<file path="src/rtl/cat_pkg.sv">
// types and codes shared by the cyclic alarm table
package cat_pkg;

	localparam int FIELD_W  = 16;
	localparam int REM_W    = 17;
	localparam int CNT_W    = 17;
	localparam int REQ_W    = 3;
	localparam int ID_W     = 8;
	localparam int ST_W     = 3;
	localparam int CFG_IDX_W = 2;

	localparam logic [REQ_W-1:0] REQ_ARM_REL = 3'd0;
	localparam logic [REQ_W-1:0] REQ_ARM_ABS = 3'd1;
	localparam logic [REQ_W-1:0] REQ_CANCEL  = 3'd2;
	localparam logic [REQ_W-1:0] REQ_READ    = 3'd3;
	localparam logic [REQ_W-1:0] REQ_ADVANCE = 3'd4;

	localparam logic [ST_W-1:0] ST_OK        = 3'd0;
	localparam logic [ST_W-1:0] ST_BAD_ID    = 3'd1;
	localparam logic [ST_W-1:0] ST_BAD_VALUE = 3'd2;
	localparam logic [ST_W-1:0] ST_RUNNING   = 3'd3;
	localparam logic [ST_W-1:0] ST_STOPPED   = 3'd4;

	localparam logic [CFG_IDX_W-1:0] CFG_MAX_ALLOWED = 2'd0;
	localparam logic [CFG_IDX_W-1:0] CFG_MIN_CYCLE   = 2'd1;
	localparam logic [CFG_IDX_W-1:0] CFG_EXT_CHECK   = 2'd2;

	typedef struct packed {
		logic [REQ_W-1:0]   req_type;
		logic [ID_W-1:0]    alarm_id;
		logic [FIELD_W-1:0] amount;
		logic [FIELD_W-1:0] cycle;
		logic [FIELD_W-1:0] counter_now;
	} cat_req_t;

	typedef struct packed {
		logic [ST_W-1:0]  status;
		logic [REM_W-1:0] remaining_ticks;
		logic [CNT_W-1:0] expiry_count;
		logic             alarm_running;
	} cat_res_t;

endpackage

</file>
<file path="src/rtl/cyclic_alarm_table_core.sv">
// cyclic alarm table: request sequencer, entry memory and shared divider
// arm relative, cancel, read, unknown, plain advance: decode state, then response state;
// an advance that expires a cyclic alarm adds the 17-step divider, an absolute arm adds
// two 17-step modulo passes; one request at a time until its response is registered
// a new request is taken while the previous response beat still waits
// reset clears running flags and handshake state, presets config; entry memory is not cleared
module cyclic_alarm_table_core
	import cat_pkg::*;
#(
	parameter int NUM_ALARMS = 32,
	parameter int TICK_WIDTH = 16
) (
	input  logic                 clk,
	input  logic                 arst_n,
	input  logic                 req_valid,
	output logic                 req_ready,
	input  cat_req_t             req,
	output logic                 rsp_valid,
	input  logic                 rsp_ready,
	output cat_res_t             rsp,
	input  logic                 cfg_valid,
	output logic                 cfg_ready,
	input  logic [CFG_IDX_W-1:0] cfg_index,
	input  logic [FIELD_W-1:0]   cfg_data
);

	localparam int IdxW = (NUM_ALARMS > 1) ? $clog2(NUM_ALARMS) : 1;
	localparam int CutW = (TICK_WIDTH < FIELD_W) ? TICK_WIDTH : FIELD_W;
	localparam logic [FIELD_W-1:0] CutMask = FIELD_W'((64'd1 << CutW) - 64'd1);
	localparam logic [ID_W:0] NumAlarms = (ID_W+1)'(NUM_ALARMS);
	localparam int EntW = REM_W + FIELD_W;
	localparam int StepW = $clog2(REM_W);
	localparam logic [StepW-1:0] LastStep = StepW'(REM_W - 1);

	typedef enum logic [2:0] {S_IDLE, S_EVAL, S_DIV, S_FIN, S_OUT} state_t;
	typedef enum logic [1:0] {DIV_MOD_START, DIV_MOD_NOW, DIV_COUNT} div_op_t;

	state_t             state_q;
	div_op_t            div_op_q;
	logic [REQ_W-1:0]   type_q;
	logic [FIELD_W-1:0] amt_q;
	logic [FIELD_W-1:0] cyc_q;
	logic [FIELD_W-1:0] now_q;
	logic [IdxW-1:0]    idx_q;
	logic               id_ok_q;
	logic [NUM_ALARMS-1:0] run_q;
	logic [EntW-1:0]    tbl_mem [NUM_ALARMS];
	logic [EntW-1:0]    rd_q;
	logic [REM_W-1:0]   dv_rem_q;
	logic [REM_W-1:0]   dv_quo_q;
	logic [REM_W-1:0]   dv_dvs_q;
	logic [StepW-1:0]   step_q;
	logic [REM_W-1:0]   s_mod_q;
	cat_res_t           res_q;
	cat_res_t           rsp_q;
	logic               rsp_valid_q;
	logic [FIELD_W-1:0] max_q;
	logic [FIELD_W-1:0] min_q;
	logic               ext_q;

	logic [REM_W-1:0]   rd_rem;
	logic [FIELD_W-1:0] rd_cyc;
	logic [REM_W-1:0]   amt17;
	logic [REM_W-1:0]   span;
	logic               cur_run;
	logic               bad_val;
	logic               req_take;

	cat_res_t           ev_res;
	logic               ev_go_div;
	div_op_t            ev_op;
	logic [REM_W-1:0]   ev_dvd;
	logic [REM_W-1:0]   ev_dvs;
	logic               ev_we;
	logic [EntW-1:0]    ev_wd;
	logic               ev_set;
	logic               ev_clr;

	cat_res_t           fin_res;
	logic [EntW-1:0]    fin_wd;
	logic [REM_W-1:0]   abs_d;
	logic [REM_W-1:0]   cyc_left;

	logic [REM_W:0]     dv_sh;
	logic               dv_bit;
	logic [REM_W-1:0]   dv_rem_nx;

	logic               mem_we;
	logic [EntW-1:0]    mem_wd;

	assign req_ready = (state_q == S_IDLE);
	assign req_take  = req_valid && req_ready;
	assign cfg_ready = 1'b1;
	assign rsp_valid = rsp_valid_q;
	assign rsp       = rsp_q;

	assign rd_rem  = rd_q[EntW-1:FIELD_W];
	assign rd_cyc  = rd_q[FIELD_W-1:0];
	assign amt17   = {1'b0, amt_q};
	assign span    = {1'b0, max_q} + REM_W'(1);
	assign cur_run = run_q[idx_q];
	assign bad_val = ext_q && ((amt_q > max_q) ||
		((cyc_q != '0) && ((cyc_q > max_q) || (cyc_q < min_q))));

	// request decode on the entry read back
	always_comb begin
		ev_res.status          = ST_OK;
		ev_res.remaining_ticks = cur_run ? rd_rem : '0;
		ev_res.expiry_count    = '0;
		ev_res.alarm_running   = cur_run;
		ev_go_div = 1'b0;
		ev_op     = DIV_COUNT;
		ev_dvd    = '0;
		ev_dvs    = '0;
		ev_we     = 1'b0;
		ev_wd     = rd_q;
		ev_set    = 1'b0;
		ev_clr    = 1'b0;
		if (!id_ok_q) begin
			ev_res.status          = ST_BAD_ID;
			ev_res.remaining_ticks = '0;
			ev_res.alarm_running   = 1'b0;
		end else begin
			case (type_q) inside
				REQ_ARM_REL, REQ_ARM_ABS: begin
					if (bad_val) begin
						ev_res.status = ST_BAD_VALUE;
					end else if (cur_run) begin
						ev_res.status = ST_RUNNING;
					end else if (type_q == REQ_ARM_REL) begin
						ev_we  = 1'b1;
						ev_wd  = {amt17, cyc_q};
						ev_set = 1'b1;
						ev_res.remaining_ticks = amt17;
						ev_res.alarm_running   = 1'b1;
					end else begin
						ev_go_div = 1'b1;
						ev_op     = DIV_MOD_START;
						ev_dvd    = amt17;
						ev_dvs    = span;
					end
				end
				REQ_CANCEL: begin
					if (!cur_run) begin
						ev_res.status = ST_STOPPED;
					end else begin
						ev_clr = 1'b1;
						ev_res.remaining_ticks = '0;
						ev_res.alarm_running   = 1'b0;
					end
				end
				REQ_READ: begin
					if (!cur_run) begin
						ev_res.status = ST_STOPPED;
					end
				end
				REQ_ADVANCE: begin
					if (!cur_run) begin
						ev_res.status = ST_STOPPED;
					end else if (rd_rem > amt17) begin
						ev_we = 1'b1;
						ev_wd = {rd_rem - amt17, rd_cyc};
						ev_res.remaining_ticks = rd_rem - amt17;
					end else if (rd_cyc == '0) begin
						ev_clr = 1'b1;
						ev_res.remaining_ticks = '0;
						ev_res.expiry_count    = CNT_W'(1);
						ev_res.alarm_running   = 1'b0;
					end else begin
						ev_go_div = 1'b1;
						ev_op     = DIV_COUNT;
						ev_dvd    = amt17 - rd_rem;
						ev_dvs    = {1'b0, rd_cyc};
					end
				end
				default: begin
					ev_res.status = ST_BAD_VALUE;
				end
			endcase
		end
	end

	// restoring divider step
	always_comb begin
		dv_sh     = {dv_rem_q, dv_quo_q[REM_W-1]};
		dv_bit    = (dv_sh >= {1'b0, dv_dvs_q});
		dv_rem_nx = dv_bit ? REM_W'(dv_sh - {1'b0, dv_dvs_q}) : dv_sh[REM_W-1:0];
	end

	// finishing step after the divider
	always_comb begin
		abs_d    = (s_mod_q >= dv_rem_q) ? (s_mod_q - dv_rem_q) :
			(span - (dv_rem_q - s_mod_q));
		if (abs_d == '0) begin
			abs_d = span;
		end
		cyc_left = {1'b0, rd_cyc} - dv_rem_q;
		fin_res.status        = ST_OK;
		fin_res.alarm_running = 1'b1;
		if (div_op_q == DIV_COUNT) begin
			fin_res.remaining_ticks = cyc_left;
			fin_res.expiry_count    = dv_quo_q + CNT_W'(1);
			fin_wd                  = {cyc_left, rd_cyc};
		end else begin
			fin_res.remaining_ticks = abs_d;
			fin_res.expiry_count    = '0;
			fin_wd                  = {abs_d, cyc_q};
		end
	end

	assign mem_we = ((state_q == S_EVAL) && ev_we) || (state_q == S_FIN);
	assign mem_wd = (state_q == S_FIN) ? fin_wd : ev_wd;

	always_ff @(posedge clk) begin
		if (mem_we) begin
			tbl_mem[idx_q] <= mem_wd;
		end
		if (req_take) begin
			rd_q <= tbl_mem[req.alarm_id[IdxW-1:0]];
		end
	end

	always_ff @(posedge clk or negedge arst_n) begin
		if (!arst_n) begin
			max_q <= '1;
			min_q <= FIELD_W'(1);
			ext_q <= 1'b1;
		end else if (cfg_valid) begin
			unique case (cfg_index)
				CFG_MAX_ALLOWED: max_q <= cfg_data;
				CFG_MIN_CYCLE:   min_q <= cfg_data;
				CFG_EXT_CHECK:   ext_q <= cfg_data[0];
				default: ;
			endcase
		end
	end

	always_ff @(posedge clk or negedge arst_n) begin
		if (!arst_n) begin
			state_q     <= S_IDLE;
			rsp_valid_q <= 1'b0;
			run_q       <= '0;
		end else begin
			if (rsp_valid_q && rsp_ready && (state_q != S_OUT)) begin
				rsp_valid_q <= 1'b0;
			end
			unique case (state_q)
				S_IDLE: begin
					if (req_take) begin
						type_q  <= req.req_type;
						amt_q   <= req.amount & CutMask;
						cyc_q   <= req.cycle & CutMask;
						now_q   <= req.counter_now & CutMask;
						idx_q   <= req.alarm_id[IdxW-1:0];
						id_ok_q <= ({1'b0, req.alarm_id} < NumAlarms);
						state_q <= S_EVAL;
					end
				end
				S_EVAL: begin
					res_q <= ev_res;
					if (ev_set) begin
						run_q[idx_q] <= 1'b1;
					end
					if (ev_clr) begin
						run_q[idx_q] <= 1'b0;
					end
					if (ev_go_div) begin
						div_op_q <= ev_op;
						dv_rem_q <= '0;
						dv_quo_q <= ev_dvd;
						dv_dvs_q <= ev_dvs;
						step_q   <= '0;
						state_q  <= S_DIV;
					end else begin
						state_q <= S_OUT;
					end
				end
				S_DIV: begin
					if ((step_q == LastStep) && (div_op_q == DIV_MOD_START)) begin
						s_mod_q  <= dv_rem_nx;
						div_op_q <= DIV_MOD_NOW;
						dv_rem_q <= '0;
						dv_quo_q <= {1'b0, now_q};
						step_q   <= '0;
					end else begin
						dv_rem_q <= dv_rem_nx;
						dv_quo_q <= {dv_quo_q[REM_W-2:0], dv_bit};
						step_q   <= step_q + StepW'(1);
						if (step_q == LastStep) begin
							state_q <= S_FIN;
						end
					end
				end
				S_FIN: begin
					res_q        <= fin_res;
					run_q[idx_q] <= 1'b1;
					state_q      <= S_OUT;
				end
				S_OUT: begin
					if (!rsp_valid_q || rsp_ready) begin
						rsp_q       <= res_q;
						rsp_valid_q <= 1'b1;
						state_q     <= S_IDLE;
					end
				end
				default: state_q <= S_IDLE;
			endcase
		end
	end

endmodule

</file>
<file path="config.mk">
export PLATFORM = sky130hd
export DESIGN_NAME = cyclic_alarm_table_core
export DESIGN_NICKNAME = d
export VERILOG_FILES = /design/src/rtl/cat_pkg.sv /design/src/rtl/cyclic_alarm_table_core.sv
export SDC_FILE = /design/constraint.sdc
export NUM_CORES = 2
export LEC_CHECK = 0
export ABC_CLOCK_PERIOD_IN_PS = 8000
export BUFFER_PORTS_ARGS = -buffer_cell sky130_fd_sc_hd__buf_2
export CAP_MARGIN = 20
export CORE_AREA = 2 2 394 396
export CTS_CLUSTER_SIZE = 16
export DETAILED_ROUTE_END_ITERATION = 10
export DIE_AREA = 0 0 396 398
export PLACE_DENSITY = 0.52
export RECOVER_POWER = 25
export SKIP_CTS_REPAIR_TIMING = 1
export SYNTH_ARGS = -nofsm -noshare
export SYNTH_HDL_FRONTEND = slang
export SYNTH_SLANG_ARGS = --single-unit
</file>
<file path="constraint.sdc">
create_clock -name clk -period 8 [get_ports clk]
set_input_delay 1.6 -clock clk [delete_from_list [all_inputs] [get_ports clk]]
set_output_delay 1.6 -clock clk [all_outputs]
set_load 0.01 [all_outputs]
</file>
# Yosys cells after proc, flatten, opt, wreduce, memory -nomap -nowiden
# Memory sizes are Yosys's and may differ from the RTL's. A register that Yosys moved wholly into a read port is not among the register bits.
# Cells that the tools add are included.
[op_classes]
n_addsub = 10
magnitude_cmp = 9
n_eq_ne = 19
mux = 139
n_bitwise = 3
reduce_logical = 34
[ops]
columns = ["op", "count"]
rows = [
  ["2-to-1 mux 17 bit", 39],
  ["2-to-1 mux 33 bit", 12],
  ["2-to-1 mux 32 bit", 3],
  ["one-hot mux 38 bit (2 select lines)", 1],
  ["2-to-1 mux 35 bit", 2],
  ["one-hot mux 17 bit (2 select lines)", 2],
  ["subtractor 17 bit", 4],
  ["2-to-1 mux 16 bit", 4],
  ["one-hot mux 32 bit (2 select lines)", 1],
  ["2-to-1 mux 1 bit", 46],
  ["2-to-1 mux 34 bit", 1],
  ["subtractor 16 x 17 -> 17 bit", 2],
  ["2-to-1 mux 3 bit", 11],
  ["bitwise AND 32 bit", 1],
  ["> comparator 16 bit", 2],
  ["NOT 32 bit", 1],
  ["bitwise OR 32 bit", 1],
  ["2-to-1 mux 20 bit", 1],
  [">= comparator 18 x 17 -> 1 bit", 1],
  ["2-to-1 mux 18 bit", 1],
  ["adder 16 x 1 -> 17 bit, second input constant", 1],
  ["adder 17 x 1 -> 17 bit, second input constant", 1],
  [">= comparator 17 bit", 1],
  ["> comparator 17 x 16 -> 1 bit", 1],
  ["35 further kinds", 74],
]
[word_totals]
ff_bits = 277
mem_bits_rw = 1056
output_inout_bits = 41
elab_cells = 241
memories = 1
[memory_table]
columns = ["memory", "depth", "word_bits", "read_ports", "rd_clocked_by_memory_dff", "write_ports", "line_no", "rtl"]
rows = [
  ["tbl_mem", 32, 33, 1, 1, 1, "cyclic_alarm_table_core.sv:47", "logic [EntW-1:0] tbl_mem [NUM_ALARMS];"],
]

# Logic depth before layout (Yosys ltp)
[depth]
ltp_word = 13
depth_mapped = 20
mapped_depth_nobuf = 18

# Worst setup path before layout
# No wires, ideal clock.
[synth_timing]
kind = "register to register"
from = "register max_q[0]"
to = "memory tbl_mem[0][25] (netlist name) (data pin)"
arrival_time_ns = 5.499
required_time_ns = 7.533
path_slack_ns = 2.034
path_stages_with_launch = 20
synth_period_minus_slack_ns = 5.966
cell_sequence = "dfstp_2 > ha_1 > nand3_1 > nor2_1 > nand3_1 > xnor2_1 > fa_1 > inv_1 > ha_1 > clkbuf_1 > a21oi_1 > o21a_1 > o21ai_1 > a211oi_1 > xnor2_1 > nor4_4 > o221ai_2 > nor4b_4 > a21oi_1 > a211oi_1"
[synth_via]
elab_chain_len = 9
[synth_lines]
columns = ["element", "line_no", "rtl"]
rows = [
  ["start: declaration", "cyclic_alarm_table_core.sv:57", "logic [FIELD_W-1:0] max_q;"],
  ["start signal: assignment", "cyclic_alarm_table_core.sv:230", "CFG_MAX_ALLOWED: max_q <= cfg_data;"],
  ["parallel branches: the longest is 8 deep, another holds adder 16 x 1 -> 17 bit", "--", ""],
  ["2-to-1 mux 33 bit *", "cyclic_alarm_table_core.sv:212", "assign mem_wd = (state_q == S_FIN) ? fin_wd : ev_wd;"],
  ["via mem_wd[25]", "cyclic_alarm_table_core.sv:89", "logic [EntW-1:0] mem_wd;"],
  ["end: declaration", "cyclic_alarm_table_core.sv:47", ""],
]
# Mark *: on every way through the listed nets, which the timed path passes.

# Final worst setup path
[layout_timing]
from = "register idx_q[1]"
to = "memory tbl_mem[20][15] (netlist name) (data pin)"
[layout_via]
elab_chain_len = 9
[layout_lines]
columns = ["element", "line_no", "rtl"]
rows = [
  ["start: declaration", "cyclic_alarm_table_core.sv:44", "logic [IdxW-1:0] idx_q;"],
  ["start signal: assignment", "cyclic_alarm_table_core.sv:254", "idx_q <= req.alarm_id[IdxW-1:0];"],
  ["binary-select mux 1 bit (select 5 bit) *", "cyclic_alarm_table_core.sv:101", "assign cur_run = run_q[idx_q];"],
  ["2-to-1 mux 1 bit (not written as such) *", "cyclic_alarm_table_core.sv:101", ""],
  ["2-to-1 mux 33 bit", "cyclic_alarm_table_core.sv:158", "if (!cur_run) begin"],
  ["2-to-1 mux 33 bit (3 in a row)", "cyclic_alarm_table_core.sv:124", "case (type_q) inside"],
  ["2-to-1 mux 33 bit *", "cyclic_alarm_table_core.sv:124", ""],
  ["2-to-1 mux 33 bit *", "cyclic_alarm_table_core.sv:119", "if (!id_ok_q) begin"],
  ["2-to-1 mux 33 bit *", "cyclic_alarm_table_core.sv:212", ""],
  ["via mem_wd[15]", "cyclic_alarm_table_core.sv:89", ""],
]
# The timed path passes the listed nets; every way through them passes the cells marked *. The select of a mux whose other input is x is not followed.

==> results.cfg <==
[sta]
min_period_over_period = 0.8474
finalHoldViolCount = 0
drv_slew = 420
rsz0062_at_grt = no
worst_pin_slew_ns = 4.885
whs_ns = 0.4138
max_freq_mhz = 147.5
finClkSkew_ns = 0.05111
finalSetupTns_ns = 0
period_needed_ns = 6.779
finalSetupViolCount = 0
maxSlewHeadroom = -2.256

[synth]
netlist_area_mm2 = 0.06099
seq_area_frac_synth = 0.6673
synth-compound-area-share = 0.06185
synth_top_family_by_area = multiplexers
yosys_warnings = 0
synthMuxAreaShare = 0.1435
synth.net_count = 3885
synth_seq_cells = 1366
synth_xor_xnor_area_share = 0.01479
syn_avg_cell_area_um2 = 16.79
ys_async_sr_fraction = 0.05051
syn_inst = 3632
synthSimpleGateAreaFrac = 0.05277
synth_cell_types = 103
synth_fa_ha_area_frac = 0.03767
synth_enable_flop_cells = 1297
synth_flop_cell = edfxtp_1

[power]
comb_power_share = 0.136
p_switching_mw = 4.726
peakVddDrop_uv = 217.2
clock_power_share = 0.377
swShare = 0.2684
seq_power_share = 0.487
leakagePower_nw = 23.45
p_total_mw = 17.61
p_per_area_mw_per_mm2 = 254.0
p_int_mw = 12.88

[global_routing]
grt-ovfl-total = 0
grt_max_degree = 96
grt_busiest_layer = met2
grt_pass1_wl_um = 254100
use_met3 = 0.03461
grt_pass1_vias = 34620
grt_util_met2 = 0.3557
grtUsageMet1 = 0.3182
grtUsageTotal = 0.2245
antenna_found_initial = 5

[drt]
drt_first_pass_iters = 6
drc_errors = 0
wl_per_cell_um = 29.45
wl_um = 177000
routed-via-count = 34430
ant_nets = 0
initialDrtViolationCount = 3288
routed_via_density = 5.729

[finish]
drive_above_1_share = 0.2139
fillCellCount = 13340
fin_nets = 4098
finalNonFillerCells = 6010
design_area_mm2 = 0.06931
synthToLayoutAreaGrowth_pct = 13.64

[setup_path]
cp_max_fo = 32
crit_required_ns = 8.33
worst_r2r_endpoint = tbl_mem[20][15]
critPathKind = reg2reg
r2r-start = idx_q[1]
path_cells = mux4_2, nor3_1, a21o_1, inv_1, a211oi_1, nor4b_1, clkbuf_1, and2_0, or2_0, mux2_1, clkbuf_1
slowest_delay_ns = 1.22
startpoint_type = register
cpMostUsedCell = clkbuf_1
critPathSlowestCell = clkbuf_1
r2r_setup_slack_ns = 1.22
cp-end-kind = register
cp.arrival_ns = 7.11
reg2reg_depth = 11

[clocking]
cts_max_path_buffers = 3
cts_tree = done
clkSlewWorstSetupHoldPaths_ns = 0.06
insertion_delay_ns = 0.79
numCtsBuffers = 149
htree_levels = 4
root_buffer = clkbuf_16
clock-sinks = 1366

[floorplanning]
die_w_um = 396
die-area_mm2 = 0.1576
fp.dieH_um = 398
rows = 144
io_pins = 123
start_util = 0.3978
core_mm2 = 0.1533

[hold_path]
hp-class = reg2reg
worstHoldPathCells = 0
worstHoldStart = res_q[12]
min_to = rsp[12]

[placement]
dp.cells = 5731
dpl_cell_area_mm2 = 0.06471
dp_hpwl_um = 117400
io_buffers = 121
gp_congestion = 0.9552

[run_status]
violations = max-capacitance violations, max-slew violations
status = finished, violations left

[run]
cap_violations = 12
sequential cells by signal (all words and copies together) (netlist names):
signal / flops
rsp: 38
rsp_valid: 1
tbl_mem: 1056
s_mod_q: 17
now_q: 16
state_q: 3
step_q: 5
div_op_q: 2
cyc_q: 16
dv_dvs_q: 17
amt_q: 16
dv_quo_q: 17
id_ok_q: 1
max_q: 16
res_q: 38
min_q: 16
rd_q: 33
run_q: 32
ext_q: 1
idx_q: 5
type_q: 3
dv_rem_q: 17
worst max-delay path: cells and delay by family, from the launching register on:
| family | cells | cell delay [ns] |
|---|---|---|
| buf+inv | 3 | 1.85 |
| mux | 2 | 0.92 |
| simple gates | 4 | 2.03 |
| compound gates | 2 | 0.42 |
| flops | 1 | 1.08 |
through the flow:
stage,utilization,worst slack (ns)
after CTS,0.4529,1.661
after global routing,0.4520,0.9144
after detailed placement,0.4221,1.638
after floorplan,-,2.034
final,0.4520,1.221
after global placement,0.4216,1.717
logic make-up (layout without fill, tap and decap cells):
kind of cell	Yosys count	in the layout
AOI/OAI and AO/OA	567	567
xor gates and xnor gates	103	103
adders and majority gates	171	171
buffers and inverters	341	673
DFF	1366	1366
muxes	451	451
other	1	3
and+or+nand+nor	632	632
cells in the final DEF (no fill, tap or decap), drive strengths merged, types with 45 or more instances in the layout:
cell type / instances
clkinv: 75
dfrtp: 51
inv: 182
nand3: 47
nand2: 160
buf: 150
mux2: 76
edfxtp: 1297
mux4: 331
xnor2: 58
xor2: 45
a21oi: 156
ha: 150
nor2: 171
o21ai: 102
clkbuf: 253
cell type report:
| class | instances | area, um^2 | area share |
|---|---|---|---|
| clock buffer | 175 | 3867 | 0.05580 |
| inverter | 175 | 656.9 | 0.009478 |
| sequential | 1366 | 40700 | 0.5872 |
| tap | 2044 | 2557 | 0.03690 |
| timing repair buffer | 228 | 1454 | 0.02098 |
| multi-input combinational | 1925 | 19200 | 0.2771 |
| clock inverter | 95 | 868.3 | 0.01253 |
| antenna | 2 | 5.005 | 0.00007221 |
power groups by stage:
stage	combinational [mW]	sequential [mW]	clock (mW)
after CTS	2.39	8.56	6.79
final	2.39	8.58	6.64
after detailed placement	2.38	8.71	0
after global routing	2.59	8.58	7.05
after floorplan	1.49	8.60	0
after global placement	2.36	8.71	0
cells in the mapped netlist, types with 28 or more instances:
cell type	count	share of area
mux4_2	331	0.12
and3_1	30	0.0031
nand4_1	30	0.0031
xor2_1	45	0.0065
nor2_1	171	0.011
a21oi_1	155	0.013
nor2b_1	28	0.0029
o21ai_0	96	0.0079
nor3_1	42	0.0034
mux2_2	74	0.014
nand2_1	159	0.0098
clkbuf_1	121	0.0074
ha_1	150	0.031
a31oi_1	36	0.0037
mux2i_1	44	0.0072
xnor2_1	58	0.0083
a21o_1	37	0.0046
edfxtp_1	1297	0.64
inv_1	175	0.011
dfrtp_1	51	0.021
nand3_1	47	0.0039
worst max-delay path by stage:
| stage | end | startpoint | cells after the start | slack, ns |
|---|---|---|---|---|
| 6_report | tbl_mem[20][15] | idx_q[1] | 11 | 1.22 |
| 5_1_grt | tbl_mem[19][15] | idx_q[1] | 11 | 0.91 |
| 4_1_cts | tbl_mem[9][11] | idx_q[1] | 13 | 1.66 |
| 3_5_place_dp | tbl_mem[9][10] | idx_q[1] | 13 | 1.64 |
| 3_3_place_gp | tbl_mem[0][26] | max_q[0] | 15 | 1.72 |
| 2_1_floorplan | tbl_mem[0][25] | max_q[0] | 19 | 2.03 |
metal layers:
metal / up-vias / part of all wire / wire length, um
met4: 0 / 0.034 / 6080
li1: 14940 / - / -
met3: 299 / 0.059 / 10390
met1: 17970 / 0.44 / 77570
met5: - / 0 / 0
met2: 1223 / 0.47 / 82940
No activity file was read; power rests on OpenSTA's default activity.
